--- src/rtl/core/multi_queue_fifo_assert.svh ---
// ----------------------------------------------------------------------------
// multi_queue_fifo_assert.svh
// Assertion macros for the multi-queue FIFO
// ----------------------------------------------------------------------------
`ifndef MULTI_QUEUE_FIFO_ASSERT_SVH
`define MULTI_QUEUE_FIFO_ASSERT_SVH

// same-cycle implication
`define MQF_ASSERT_SAME(lbl, ante, cons) \
    lbl: assert property (@(posedge i_clk) disable iff (!i_rst_n) (ante) |-> (cons)) \
        else $error("multi_queue_fifo: same-cycle check failed");

// next-cycle implication
`define MQF_ASSERT_NEXT(lbl, ante, cons) \
    lbl: assert property (@(posedge i_clk) disable iff (!i_rst_n) (ante) |=> (cons)) \
        else $error("multi_queue_fifo: next-cycle check failed");

`endif

--- src/rtl/core/mqf_pkg.sv ---
// ----------------------------------------------------------------------------
// mqf_pkg
// Shared widths, codes and defaults of the multi-queue FIFO
// ----------------------------------------------------------------------------
package mqf_pkg;

    localparam int DATA_W   = 32;
    localparam int STATUS_W = 3;
    localparam int MODE_W   = 2;
    localparam int QIDX_W   = 3;
    localparam int CFG_W    = 4;

    localparam int NUM_QUEUES_DEF  = 8;
    localparam int QUEUE_DEPTH_DEF = 16;
    localparam int VALUE_WIDTH_DEF = 32;

    localparam logic [CFG_W-1:0] QUEUES_IN_USE_RST = 4'd8;

    typedef logic [MODE_W-1:0]   t_mode;
    typedef logic [STATUS_W-1:0] t_status;

    localparam t_mode MODE_ENQ    = 2'd0;
    localparam t_mode MODE_DEQ    = 2'd1;
    localparam t_mode MODE_QUERY  = 2'd2;
    localparam t_mode MODE_UNUSED = 2'd3;

    localparam t_status ST_ENQ       = 3'd0;
    localparam t_status ST_DEQ       = 3'd1;
    localparam t_status ST_DEQ_EMPTY = 3'd2;
    localparam t_status ST_IS_EMPTY  = 3'd3;
    localparam t_status ST_NOT_EMPTY = 3'd4;
    localparam t_status ST_FULL      = 3'd5;
    localparam t_status ST_INVALID   = 3'd6;

endpackage

--- src/rtl/core/mqf_channels.sv ---
// ----------------------------------------------------------------------------
// mqf_channels
// Request and response channels of the multi-queue FIFO
// ----------------------------------------------------------------------------
interface mqf_req_if;
    logic                              valid;
    logic                              ready;
    mqf_pkg::t_mode                    mode;
    logic [mqf_pkg::QIDX_W-1:0]        queue_index;
    logic signed [mqf_pkg::DATA_W-1:0] value;

    modport source (output valid, mode, queue_index, value, input ready);
    modport sink   (input valid, mode, queue_index, value, output ready);
endinterface

interface mqf_rsp_if;
    logic                              valid;
    logic                              ready;
    logic signed [mqf_pkg::DATA_W-1:0] data;
    mqf_pkg::t_status                  status;

    modport source (output valid, data, status, input ready);
    modport sink   (input valid, data, status, output ready);
endinterface

--- src/rtl/core/mqf_ptr_table.sv ---
// ----------------------------------------------------------------------------
// mqf_ptr_table
// Per-queue head/count memory; entries never written read as zero
// ----------------------------------------------------------------------------
module mqf_ptr_table #(
    parameter int DEPTH  = 8,
    parameter int ADDR_W = 3,
    parameter int DATA_W = 9
) (
    input  logic              i_clk,
    input  logic              i_rst_n,
    input  logic              i_rd_en,
    input  logic [ADDR_W-1:0] i_rd_addr,
    output logic [DATA_W-1:0] o_rd_data,
    input  logic              i_wr_en,
    input  logic [ADDR_W-1:0] i_wr_addr,
    input  logic [DATA_W-1:0] i_wr_data
);

    logic [DATA_W-1:0] r_mem [DEPTH];
    logic [DEPTH-1:0]  r_valid;
    logic [DATA_W-1:0] r_rd_data;
    logic              r_rd_valid;

    always_ff @(posedge i_clk) begin
        if (!i_rst_n) begin
            r_valid    <= '0;
            r_rd_valid <= 1'b0;
        end else begin
            if (i_wr_en) begin
                r_valid[i_wr_addr] <= 1'b1;
            end
            if (i_rd_en) begin
                r_rd_valid <= r_valid[i_rd_addr];
            end
        end
    end

    always_ff @(posedge i_clk) begin
        if (i_wr_en) begin
            r_mem[i_wr_addr] <= i_wr_data;
        end
        if (i_rd_en) begin
            r_rd_data <= r_mem[i_rd_addr];
        end
    end

    assign o_rd_data = r_rd_valid ? r_rd_data : '0;

endmodule

--- src/rtl/core/mqf_entry_ram.sv ---
// ----------------------------------------------------------------------------
// mqf_entry_ram
// Shared entry store, one write and one registered read port
// ----------------------------------------------------------------------------
module mqf_entry_ram #(
    parameter int DEPTH  = 128,
    parameter int ADDR_W = 7,
    parameter int DATA_W = 32
) (
    input  logic              i_clk,
    input  logic              i_wr_en,
    input  logic [ADDR_W-1:0] i_wr_addr,
    input  logic [DATA_W-1:0] i_wr_data,
    input  logic              i_rd_en,
    input  logic [ADDR_W-1:0] i_rd_addr,
    output logic [DATA_W-1:0] o_rd_data
);

    logic [DATA_W-1:0] r_mem [DEPTH];
    logic [DATA_W-1:0] r_rd_data;

    always_ff @(posedge i_clk) begin
        if (i_wr_en) begin
            r_mem[i_wr_addr] <= i_wr_data;
        end
        if (i_rd_en) begin
            r_rd_data <= r_mem[i_rd_addr];
        end
    end

    assign o_rd_data = r_rd_data;

endmodule

--- src/rtl/core/multi_queue_fifo.sv ---
// ----------------------------------------------------------------------------
// multi_queue_fifo
// Bank of independent FIFO queues sharing one entry store
// ----------------------------------------------------------------------------
// Each transaction names a queue and a mode (enqueue, dequeue, empty query)
// and returns exactly one response. The head/count memory is read when the
// transaction is accepted in S_IDLE; in S_PTR the block updates it and
// writes or reads the entry store, and in S_OUT it loads the response
// register. Both memories have registered reads. A new transaction is
// accepted while the previous response still waits in the output register;
// a response stalled by the sink holds the block in S_OUT. Queue state
// resets to empty with no clearing pass.
// ----------------------------------------------------------------------------
module multi_queue_fifo #(
    parameter int NUM_QUEUES  = mqf_pkg::NUM_QUEUES_DEF,
    parameter int QUEUE_DEPTH = mqf_pkg::QUEUE_DEPTH_DEF,
    parameter int VALUE_WIDTH = mqf_pkg::VALUE_WIDTH_DEF
) (
    input  logic                       i_clk,
    input  logic                       i_rst_n,
    input  logic                       i_cfg_wr_en,
    input  logic [mqf_pkg::CFG_W-1:0]  i_cfg_wr_data,
    mqf_req_if.sink                    i_req,
    mqf_rsp_if.source                  o_rsp
);

    import mqf_pkg::*;

    localparam int QW = (NUM_QUEUES > 1) ? $clog2(NUM_QUEUES) : 1;
    localparam int DW = $clog2(QUEUE_DEPTH);
    localparam int CW = $clog2(QUEUE_DEPTH + 1);
    localparam int PW = DW + CW;
    localparam int NE = NUM_QUEUES * QUEUE_DEPTH;
    localparam int AW = $clog2(NE);
    localparam int LW = ($clog2(NUM_QUEUES + 1) > CFG_W) ? $clog2(NUM_QUEUES + 1) : CFG_W;

    localparam logic [1:0] S_IDLE = 2'd0;
    localparam logic [1:0] S_PTR  = 2'd1;
    localparam logic [1:0] S_OUT  = 2'd2;

    logic [1:0]              r_state;
    logic [1:0]              n_state;
    logic [CFG_W-1:0]        r_cfg;
    t_mode                   r_mode;
    logic [QIDX_W-1:0]       r_q;
    logic signed [DATA_W-1:0] r_value;
    t_status                 r_status;
    logic signed [DATA_W-1:0] r_data;
    logic                    r_deq;
    logic                    r_out_valid;
    logic signed [DATA_W-1:0] r_out_data;
    t_status                 r_out_status;

    logic                    w_in_acc;
    logic [LW-1:0]           w_in_q;
    logic [PW-1:0]           w_ptr;
    logic [DW-1:0]           w_head;
    logic [CW-1:0]           w_count;
    logic [LW-1:0]           w_limit;
    logic [LW-1:0]           w_q_ext;
    logic [QW-1:0]           w_qi;
    logic                    w_invalid;
    logic                    w_empty;
    logic                    w_full;
    logic [DW:0]             w_sum;
    logic [DW-1:0]           w_slot;
    logic [DW:0]             w_head_inc;
    logic [DW-1:0]           w_head_nxt;
    logic [AW-1:0]           w_base;
    logic signed [VALUE_WIDTH-1:0] w_store_val;
    logic signed [VALUE_WIDTH-1:0] w_ent_rd;
    t_status                 w_status;
    logic                    w_ptr_we;
    logic [PW-1:0]           w_ptr_wd;
    logic                    w_ent_we;
    logic                    w_ent_re;
    logic [AW-1:0]           w_ent_addr;
    logic                    w_out_load;

    assign w_in_acc    = i_req.valid && i_req.ready;
    assign i_req.ready = (r_state == S_IDLE);
    assign w_in_q      = LW'(i_req.queue_index);

    mqf_ptr_table #(
        .DEPTH  (NUM_QUEUES),
        .ADDR_W (QW),
        .DATA_W (PW)
    ) u_ptr_table (
        .i_clk     (i_clk),
        .i_rst_n   (i_rst_n),
        .i_rd_en   (w_in_acc),
        .i_rd_addr (w_in_q[QW-1:0]),
        .o_rd_data (w_ptr),
        .i_wr_en   (w_ptr_we),
        .i_wr_addr (w_qi),
        .i_wr_data (w_ptr_wd)
    );

    mqf_entry_ram #(
        .DEPTH  (NE),
        .ADDR_W (AW),
        .DATA_W (VALUE_WIDTH)
    ) u_entry_ram (
        .i_clk     (i_clk),
        .i_wr_en   (w_ent_we),
        .i_wr_addr (w_ent_addr),
        .i_wr_data (w_store_val),
        .i_rd_en   (w_ent_re),
        .i_rd_addr (w_ent_addr),
        .o_rd_data (w_ent_rd)
    );

    assign w_head  = w_ptr[PW-1:CW];
    assign w_count = w_ptr[CW-1:0];
    assign w_q_ext = LW'(r_q);
    assign w_qi    = w_q_ext[QW-1:0];
    assign w_limit = (LW'(r_cfg) < LW'(NUM_QUEUES)) ? LW'(r_cfg) : LW'(NUM_QUEUES);

    assign w_invalid = (r_mode == MODE_UNUSED) || (w_q_ext >= w_limit);
    assign w_empty   = (w_count == '0);
    assign w_full    = (w_count == CW'(QUEUE_DEPTH));

    assign w_sum      = (DW+1)'(w_head) + (DW+1)'(w_count);
    assign w_slot     = (w_sum >= (DW+1)'(QUEUE_DEPTH)) ?
                        DW'(w_sum - (DW+1)'(QUEUE_DEPTH)) : DW'(w_sum);
    assign w_head_inc = (DW+1)'(w_head) + (DW+1)'(1);
    assign w_head_nxt = (w_head_inc == (DW+1)'(QUEUE_DEPTH)) ? '0 : DW'(w_head_inc);
    assign w_base     = AW'(AW'(w_qi) * AW'(QUEUE_DEPTH));

    assign w_store_val = VALUE_WIDTH'(r_value);

    always_comb begin
        w_status   = ST_INVALID;
        w_ptr_we   = 1'b0;
        w_ptr_wd   = w_ptr;
        w_ent_we   = 1'b0;
        w_ent_re   = 1'b0;
        w_ent_addr = w_base + AW'(w_head);
        if (r_state == S_PTR && !w_invalid) begin
            case (r_mode)
                MODE_ENQ: begin
                    if (w_full) begin
                        w_status = ST_FULL;
                    end else begin
                        w_status   = ST_ENQ;
                        w_ent_we   = 1'b1;
                        w_ent_addr = w_base + AW'(w_slot);
                        w_ptr_we   = 1'b1;
                        w_ptr_wd   = {w_head, w_count + CW'(1)};
                    end
                end
                MODE_DEQ: begin
                    if (w_empty) begin
                        w_status = ST_DEQ_EMPTY;
                    end else begin
                        w_status = ST_DEQ;
                        w_ent_re = 1'b1;
                        w_ptr_we = 1'b1;
                        w_ptr_wd = {w_head_nxt, w_count - CW'(1)};
                    end
                end
                default: begin
                    w_status = w_empty ? ST_IS_EMPTY : ST_NOT_EMPTY;
                end
            endcase
        end
    end

    assign w_out_load = (r_state == S_OUT) && (!r_out_valid || o_rsp.ready);

    always_comb begin
        n_state = r_state;
        unique case (r_state)
            S_IDLE: begin
                if (w_in_acc) begin
                    n_state = S_PTR;
                end
            end
            S_PTR: begin
                n_state = S_OUT;
            end
            S_OUT: begin
                if (w_out_load) begin
                    n_state = S_IDLE;
                end
            end
            default: begin
                n_state = S_IDLE;
            end
        endcase
    end

    always_ff @(posedge i_clk) begin
        if (!i_rst_n) begin
            r_state     <= S_IDLE;
            r_cfg       <= QUEUES_IN_USE_RST;
            r_out_valid <= 1'b0;
        end else begin
            r_state <= n_state;
            if (i_cfg_wr_en) begin
                r_cfg <= i_cfg_wr_data;
            end
            if (w_out_load) begin
                r_out_valid <= 1'b1;
            end else if (o_rsp.ready) begin
                r_out_valid <= 1'b0;
            end
        end
    end

    always_ff @(posedge i_clk) begin
        if (w_in_acc) begin
            r_mode  <= i_req.mode;
            r_q     <= i_req.queue_index;
            r_value <= i_req.value;
        end
        if (r_state == S_PTR) begin
            r_status <= w_status;
            r_deq    <= (w_status == ST_DEQ);
            r_data   <= (w_status == ST_ENQ) ? DATA_W'(w_store_val) : '0;
        end
        if (w_out_load) begin
            r_out_status <= r_status;
            r_out_data   <= r_deq ? DATA_W'(w_ent_rd) : r_data;
        end
    end

    assign o_rsp.valid  = r_out_valid;
    assign o_rsp.data   = r_out_data;
    assign o_rsp.status = r_out_status;

`include "multi_queue_fifo_assert.svh"

    `MQF_ASSERT_SAME(a_count_bound, (r_state == S_PTR) && !w_invalid, w_count <= CW'(QUEUE_DEPTH))
    `MQF_ASSERT_NEXT(a_accept_to_ptr, w_in_acc, r_state == S_PTR)
    `MQF_ASSERT_SAME(a_deq_status, (r_state == S_OUT) && r_deq, r_status == ST_DEQ)

endmodule
--- src/flat_wrapper.sv ---
// flat-port wrapper written by rule: the top's interface ports become plain ports
module multi_queue_fifo_flat import mqf_pkg::*;
#(
    parameter int NUM_QUEUES  = mqf_pkg::NUM_QUEUES_DEF,
    parameter int QUEUE_DEPTH = mqf_pkg::QUEUE_DEPTH_DEF,
    parameter int VALUE_WIDTH = mqf_pkg::VALUE_WIDTH_DEF
)
  (i_clk, i_rst_n, i_cfg_wr_en, i_cfg_wr_data, i_req_valid, i_req_mode, i_req_queue_index, i_req_value, i_req_ready, o_rsp_valid, o_rsp_data, o_rsp_status, o_rsp_ready);
  mqf_req_if i_req_i ();
  mqf_rsp_if o_rsp_i ();
  input  logic i_clk;
  input  logic i_rst_n;
  input  logic i_cfg_wr_en;
  input  logic [mqf_pkg::CFG_W-1:0] i_cfg_wr_data;
  input wire logic [$bits(i_req_i.valid)-1:0] i_req_valid;
  input wire logic [$bits(i_req_i.mode)-1:0] i_req_mode;
  input wire logic [$bits(i_req_i.queue_index)-1:0] i_req_queue_index;
  input wire logic [$bits(i_req_i.value)-1:0] i_req_value;
  output wire logic [$bits(i_req_i.ready)-1:0] i_req_ready;
  output wire logic [$bits(o_rsp_i.valid)-1:0] o_rsp_valid;
  output wire logic [$bits(o_rsp_i.data)-1:0] o_rsp_data;
  output wire logic [$bits(o_rsp_i.status)-1:0] o_rsp_status;
  input wire logic [$bits(o_rsp_i.ready)-1:0] o_rsp_ready;
  assign i_req_i.valid = i_req_valid;
  assign i_req_i.mode = i_req_mode;
  assign i_req_i.queue_index = i_req_queue_index;
  assign i_req_i.value = i_req_value;
  assign i_req_ready = i_req_i.ready;
  assign o_rsp_valid = o_rsp_i.valid;
  assign o_rsp_data = o_rsp_i.data;
  assign o_rsp_status = o_rsp_i.status;
  assign o_rsp_i.ready = o_rsp_ready;
  multi_queue_fifo #(.NUM_QUEUES(NUM_QUEUES), .QUEUE_DEPTH(QUEUE_DEPTH), .VALUE_WIDTH(VALUE_WIDTH)) u_core (.i_clk(i_clk), .i_rst_n(i_rst_n), .i_cfg_wr_en(i_cfg_wr_en), .i_cfg_wr_data(i_cfg_wr_data), .i_req(i_req_i), .o_rsp(o_rsp_i));
endmodule
--- config.mk ---
export PLATFORM = sky130hd
export DESIGN_NAME = multi_queue_fifo_flat
export DESIGN_NICKNAME = d
export VERILOG_FILES = /design/src/rtl/core/mqf_pkg.sv /design/src/rtl/core/mqf_channels.sv /design/src/rtl/core/mqf_ptr_table.sv /design/src/rtl/core/mqf_entry_ram.sv /design/src/rtl/core/multi_queue_fifo.sv /design/src/flat_wrapper.sv
export VERILOG_INCLUDE_DIRS = /design/src /design/src/rtl/core
export SDC_FILE = /design/constraint.sdc
export NUM_CORES = 2
export LEC_CHECK = 0
export ABC_CLOCK_PERIOD_IN_PS = 6200
export BUFFER_PORTS_ARGS = -buffer_cell sky130_fd_sc_hd__buf_2
export CORE_MARGIN = 1
export CORE_UTILIZATION = 40
export CTS_BUF_LIST = sky130_fd_sc_hd__clkbuf_16
export CTS_CLUSTER_SIZE = 14
export DETAILED_ROUTE_END_ITERATION = 16
export MAX_ROUTING_LAYER = met4
export PLACE_DENSITY = 0.63
export SETUP_SLACK_MARGIN = 0.3
export SYNTH_ARGS = -nofsm -noshare
export SYNTH_HDL_FRONTEND = slang
export SYNTH_HIERARCHICAL = 1
export SYNTH_MEMORY_MAX_BITS = 65536
export SYNTH_SLANG_ARGS = --single-unit
--- constraint.sdc ---
create_clock -name i_clk -period 6.2 [get_ports i_clk]
set_clock_uncertainty 0.1 [all_clocks]
set_input_delay 0 -clock i_clk [delete_from_list [all_inputs] [get_ports i_clk]]
set_output_delay 0 -clock i_clk [all_outputs]
set_load 0.01 [all_outputs]
# Yosys cells after proc, flatten, opt, wreduce, memory -nomap -nowiden
# Memories as Yosys holds them, arrays and structs flattened. A register that Yosys moved wholly into a read port is not among the register bits.
# Cells that the tools add are included.
# totals
register_bits	124
mem_bits_rw	4168
in_bits	46
out_inout_bits	37
wordCells	90
mem_count	2
# memory_table
name	words	width	rd	rd_clocked_by_memory_dff	write_ports	line	rtl
u_core.u_entry_ram.r_mem	128	32	1	1	1	mqf_entry_ram.sv:19	logic [DATA_W-1:0] r_mem [DEPTH];
u_core.u_ptr_table.r_mem	8	9	1	1	1	mqf_ptr_table.sv:20	logic [DATA_W-1:0] r_mem [DEPTH];
# classes
n_addsub	7
order_cmp	6
eq_ne	9
mux	38
bitwise_logic	1
reduce_logical	14
# op_table
op	n
$mux W32	1
$mux W9	3
$mux W7	3
$pmux W9 S2	1
$mux W1	15
$add A7 B4 Y7	2
$mux W4	3
$eq A5 B5 Y1 const B	2
$mux W3	3
$lt A3 B4 Y1 const B	2
$or A8 B8 Y8	1
$mux W2	3
$pmux W2 S3	1
$pmux W3 S2	1
$add A4 B1 Y5 const B	1
$add A4 B5 Y5	1
$add A5 B1 Y5 const B	1
$ge A5 B5 Y1 const B	1
$logic_not A5 Y1	1
$mux W5	1
$sub A5 B1 Y5 const B	1
$eq A2 B1 Y1 const B	2
$eq A2 B2 Y1 const B	2
$ge A3 B4 Y1	1
16 further kinds	22

# Depth between registers and ports, before layout
# logic_depth
ltp_word	9
mapped_depth	16
ltp_nobuf	11

# Modules after synthesis
# Netlist, hierarchy kept.
# by_module_without_submodules
mod	instances	cells_each	area_per_inst_um2	seq_area_each_um2
mqf_entry_ram	1	5990	156596.4	123958.9
multi_queue_fifo	1	298	4748.3	3383.2
mqf_ptr_table	1	161	3478.3	2612.5

# Least setup slack after synthesis
# OpenSTA, ideal clock, no wires.
# synth_path
path_kind	register to register
from	register u_core.r_q[0]
to	memory u_core.u_entry_ram.r_mem[78][0], enable pin
arrival_time_ns	5.167
t_required_ns	5.639
path_slack_ns	0.472
path_stages_with_launch	12
n_path_buf	1
synth_period_minus_slack_ns	5.728
cell_sequence	edfxtp_1 inv_1 ha_1 nand2b_4 a211o_1 a221oi_2 buf_2 nand3_1 xnor2_1 nor2b_1 nand3_1 nor3_1
# synth_between
elab_cells_between_ends	12
cone_classes	add/sub: 2; order compare: 1; mux: 6; reduce/logical: 3
# synth_rtl
element	line	rtl
start: declaration	multi_queue_fifo.sv:45	logic [QIDX_W-1:0] r_q;
start signal: assignment	multi_queue_fifo.sv:214	r_q <= i_req.queue_index;
$ge A3 B4 Y1	multi_queue_fifo.sv:119	assign w_invalid = (r_mode == MODE_UNUSED) || (w_q_ext >= w_limit);
$logic_or A1 B1 Y1	multi_queue_fifo.sv:119	
$logic_not A1 Y1	multi_queue_fifo.sv:139	if (r_state == S_PTR && !w_invalid) begin
$logic_and A1 B1 Y1	multi_queue_fifo.sv:139	
$mux W7	multi_queue_fifo.sv:139	
via u_core.w_ent_addr[3]	multi_queue_fifo.sv:77	logic [AW-1:0] w_ent_addr;
end: declaration	mqf_entry_ram.sv:19	
# The timed path passes the listed nets, and every way through them passes these cells.

# Worst setup path after layout
# layout_path
from	register u_core.r_cfg[0]
to	register u_core.u_entry_ram.r_rd_data[9] (netlist: u_core/u_entry_ram/o_rd_data[9]) (read register of u_core.u_entry_ram.r_mem), data pin
# layout_between
elab_chain_cells	7
elab_cells_between_ends	8
cone_classes	order compare: 2; mux: 3; reduce/logical: 3
# layout_lines
element	line	rtl
start: declaration	multi_queue_fifo.sv:43	logic [CFG_W-1:0] r_cfg;
start signal: assignment	multi_queue_fifo.sv:201	r_cfg <= i_cfg_wr_data;
$lt A4 B4 Y1	multi_queue_fifo.sv:117	assign w_limit = (LW'(r_cfg) < LW'(NUM_QUEUES)) ? LW'(r_cfg) : LW'(NUM_QUEUES);
$mux W4 *	multi_queue_fifo.sv:117	
$ge A3 B4 Y1 *	multi_queue_fifo.sv:119	
$logic_or A1 B1 Y1 *	multi_queue_fifo.sv:119	
$logic_not A1 Y1 *	multi_queue_fifo.sv:139	
$logic_and A1 B1 Y1 *	multi_queue_fifo.sv:139	
$mux W7 *	multi_queue_fifo.sv:139	
via u_core.w_ent_addr[0]	multi_queue_fifo.sv:77	
end: declaration	mqf_entry_ram.sv:20	logic [DATA_W-1:0] r_rd_data;
# The timed path passes the listed nets; every way through them passes the cells marked *.
# A chain may end at the register's enable or synchronous reset.

==> run_results.csv <==
group,metric,value,unit
global_routing,gr-usage-met3,5.18,%
setup_path,worstPathCellList,"nor2b_1, ha_1, nand2b_4, a211o_1, a221oi_4, and2_2, mux2_8, buf_12, buf_4, buf_4, mux4_2, mux4_2, mux4_2, mux2_2",
synth,async_flop_share,0,%
layout,area_growth,15.5,%
sta,maxSlewViolCount,0,
drt,routed_wl,421,mm
power,p_leak,57.1,nW
layout,final_layout_size_suffix_gt1_share,34.9,%
setup_path,worst-path-max-fanout,12,
drt,vias,75079,
drt,wl_per_cell,32.5,um
layout,layout_common_cells,"edfxtp_1, mux4_2, clkbuf_16",
global_routing,grt_pass1_vias,75963,
sta,fin_crit,5700,ps
die,core-area,0.410,sq mm
cts,tritoncts,"done",
layout,register_area,0.130,sq mm
setup_path,cp_common_cell,"mux4_2",
global_routing,grt_antenna_before_repair,55,
cts,cts_root_buf,"clkbuf_16",
setup_path,critical_path.startpoint_type,"register",
synth,synth.top_cell.area_share,78.7,%
die,die-width,644,um
place,io_buffers,82,
setup_path,cp_num_buf_inv,3,
drt,drc_errors,0,
sta,setup_violations,0,
synth,yosys_warnings,6,
place,gp_routability_congestion,0.820,
synth,yosys-top-cells-area,"edfxtp_1, mux4_2, mux2_2",
place,dp_hpwl,232,mm
sta,timing.final.crit_share,91.9,%
power,powerDensity,314,mW/mm^2
cts,numCtsBuffers,410,
setup_path,arrival,6260,ps
place,preCtsSetupSlack,474,ps
synth,synth_nets,6505,
synth,synth_edf_count,4317,
synth,syn_inst,6449,
drt,vias_per_cell,5.81,
global_routing,gr-usage-met2,31.7,%
layout,fillerInstances,32776,
setup_path,cpPeakStageDelay,700,ps
sta,tns,0,ps
synth,synth-main-ff-cell,"edfxtp_1",
outcome,outcome,"finished clean",
min_path,hp-class,"input port to register",
cts,insertion_delay,950,ps
sta,finalHoldViolations,0,
sta,fmax,0.176,GHz
synth,netlist_area,0.165,sq mm
layout,multiInputGateArea,0.0345,sq mm
synth,syn_area_per_cell,25.6,sq um
global_routing,grtUsageMet1,27.0,%
cts,clockBufferDepth,4,
die,fp-row-count,235,
synth,yosysTopAreaCell,"edfxtp_1",
cts,cts.sink_count,4333,
sta,rsz0062_at_grt,"false",
global_routing,overflow,0,
die,initial_core_util,40.2,%
global_routing,gr-usage-all-layers,20.6,%
setup_path,endpoint_kind,"register",
job,cap_violations,0,
global_routing,grt_first_pass_wirelength,585,mm
layout,layout_commonest_cell,"edfxtp_1",
setup_path,crit_type,"register to register",
power,vdd_ir_drop_max,215,uV
layout,final_nets,7148,
die,dieHeight,644,um
global_routing,busiest_layer,"met2",
synth,ys_ff_latch,4333,
synth,yosysUniqueCellTypes,44,
die,die_area,0.415,sq mm
setup_path,cp_data_required_time,6760,ps
cts,post-cts-setup-buffers,0,
drt,ant_nets,0,
cts,h-tree-depth,5,
cts,clkTransAtPathRegs,60,ps
sta,worstMarginPinSlew,1310,ps
sta,relSlewSlack,12.6,%
setup_path,slowest_stage,"mux4_2",
setup_path,crit_family,"multiplexers",
sta,setup_slack,504,ps
sta,holdWs,97.2,ps
die,ioPinCount,83,
drt,drt_iter0_markers,9082,
drt,firstDrtPassIters,6,
global_routing,grt_max_degree,113,
synth,ys_seq_area_share,78.8,%
==> worst reg2reg max path, cell delays in order (launching register included) <==
cell and delay, ps:
dfxtp_1 340, nor2b_1 200, ha_1 280, nand2b_4 140, a211o_1 340, a221oi_4 240, and2_2 390, mux2_8 440
buf_12 250, buf_4 300, buf_4 270, mux4_2 530, mux4_2 570, mux4_2 700, mux2_2 340
==> layout make-up <==
cell class | instances | share of cell area, %
diodes | 49 | 0.0644
clock buffers | 418 | 5.49
clock inverters | 323 | 1.25
inverters | 7 | 0.0138
multi-input cells | 1772 | 18.1
flip-flops and latches | 4333 | 68.2
well taps | 5451 | 3.58
repair buffers | 568 | 3.24
==> state kept, by name, summed over array words and instances (netlist names), 3 cells and up <==
name and flops:
u_core/u_ptr_table/r_rd_data 9, u_core/u_ptr_table/r_mem 72, u_core/u_entry_ram/r_mem 4096, u_core/r_value 32, u_core/r_cfg 4, u_core/r_q 3
u_core/r_data 32, u_core/u_ptr_table/r_valid 8, u_core/o_rsp.data 32, u_core/u_entry_ram/o_rd_data 32, u_core/o_rsp.status 3, u_core/r_status 3
==> power breakdown <==
group / leakage, nW / switching (mW) / internal (mW)
combinational: 11.5 / 1.96 / 1.23
sequential: 39.0 / 0.0370 / 32.4
clock: 6.64 / 10.6 / 13.6
==> through the flow <==
stage	instance area, sq um	instances	util [%]	total power [mW]
global placement	176000	12032	43.1	36.1
detailed placement	176000	12032	43.1	36.1
CTS	190000	12870	46.4	60.2
floorplan	165000	6449	-	34.8
finish	190000	12921	46.5	59.8
global route	190000	12904	46.4	61.3
==> routing by layer <==
metal  vias to the layer above  part of all wire (%)
met4                         0                   3.3
met1                     41242                    39
met3                       624                    10
li1                      29585                     -
met5                         -                     0
met2                      3628                    48
==> path summary, 6_finish.rpt <==
| check | to | slack, ps | depth (start not counted) | start |
|---|---|---|---|---|
| max | u_core/u_entry_ram/o_rd_data[9] | 500 | 14 | u_core/r_cfg[0] |
| min | u_core/r_q[1] | 100 | 2 | i_req_queue_index[1] |
| max reg2reg | u_core/u_entry_ram/o_rd_data[9] | 500 | 14 | u_core/r_cfg[0] |
| min reg2reg | u_core/o_rsp.status[0] | 310 | 0 | u_core/r_status[0] |
==> synth_stat cells (13+ instances only) <==
| master | instances |
|---|---|
| mux4_2 | 1347 |
| dfxtp_1 | 16 |
| buf_1 | 54 |
| and2_1 | 14 |
| nor3_1 | 13 |
| buf_2 | 84 |
| mux2_2 | 73 |
| clkbuf_1 | 193 |
| nand3_1 | 18 |
| nand2_1 | 17 |
| edfxtp_1 | 4317 |
| nor2_1 | 136 |
| mux4_1 | 16 |
| and3_1 | 36 |
==> timing repair <==
action                                  4_1_cts  5_1_grt
hold buffers                                 97        0
endpoints found under the setup margin        0        5
resized for setup                             0        2
endpoints found under the hold margin       143        0
==> kinds of logic (layout without fill, tap and decap cells) <==
family,count (synthesis),in the layout,share of synthesized area [%]
other cells,0,49,0
mux,1447,1449,19.2
compound gates,40,40,0.163
simple gates,266,266,0.764
fa+ha+maj,10,10,0.0805
flops,4333,4333,78.8
xor+xnor,7,7,0.0372
buf+inv,346,1316,0.881
Power figures use the tool's default switching activity.
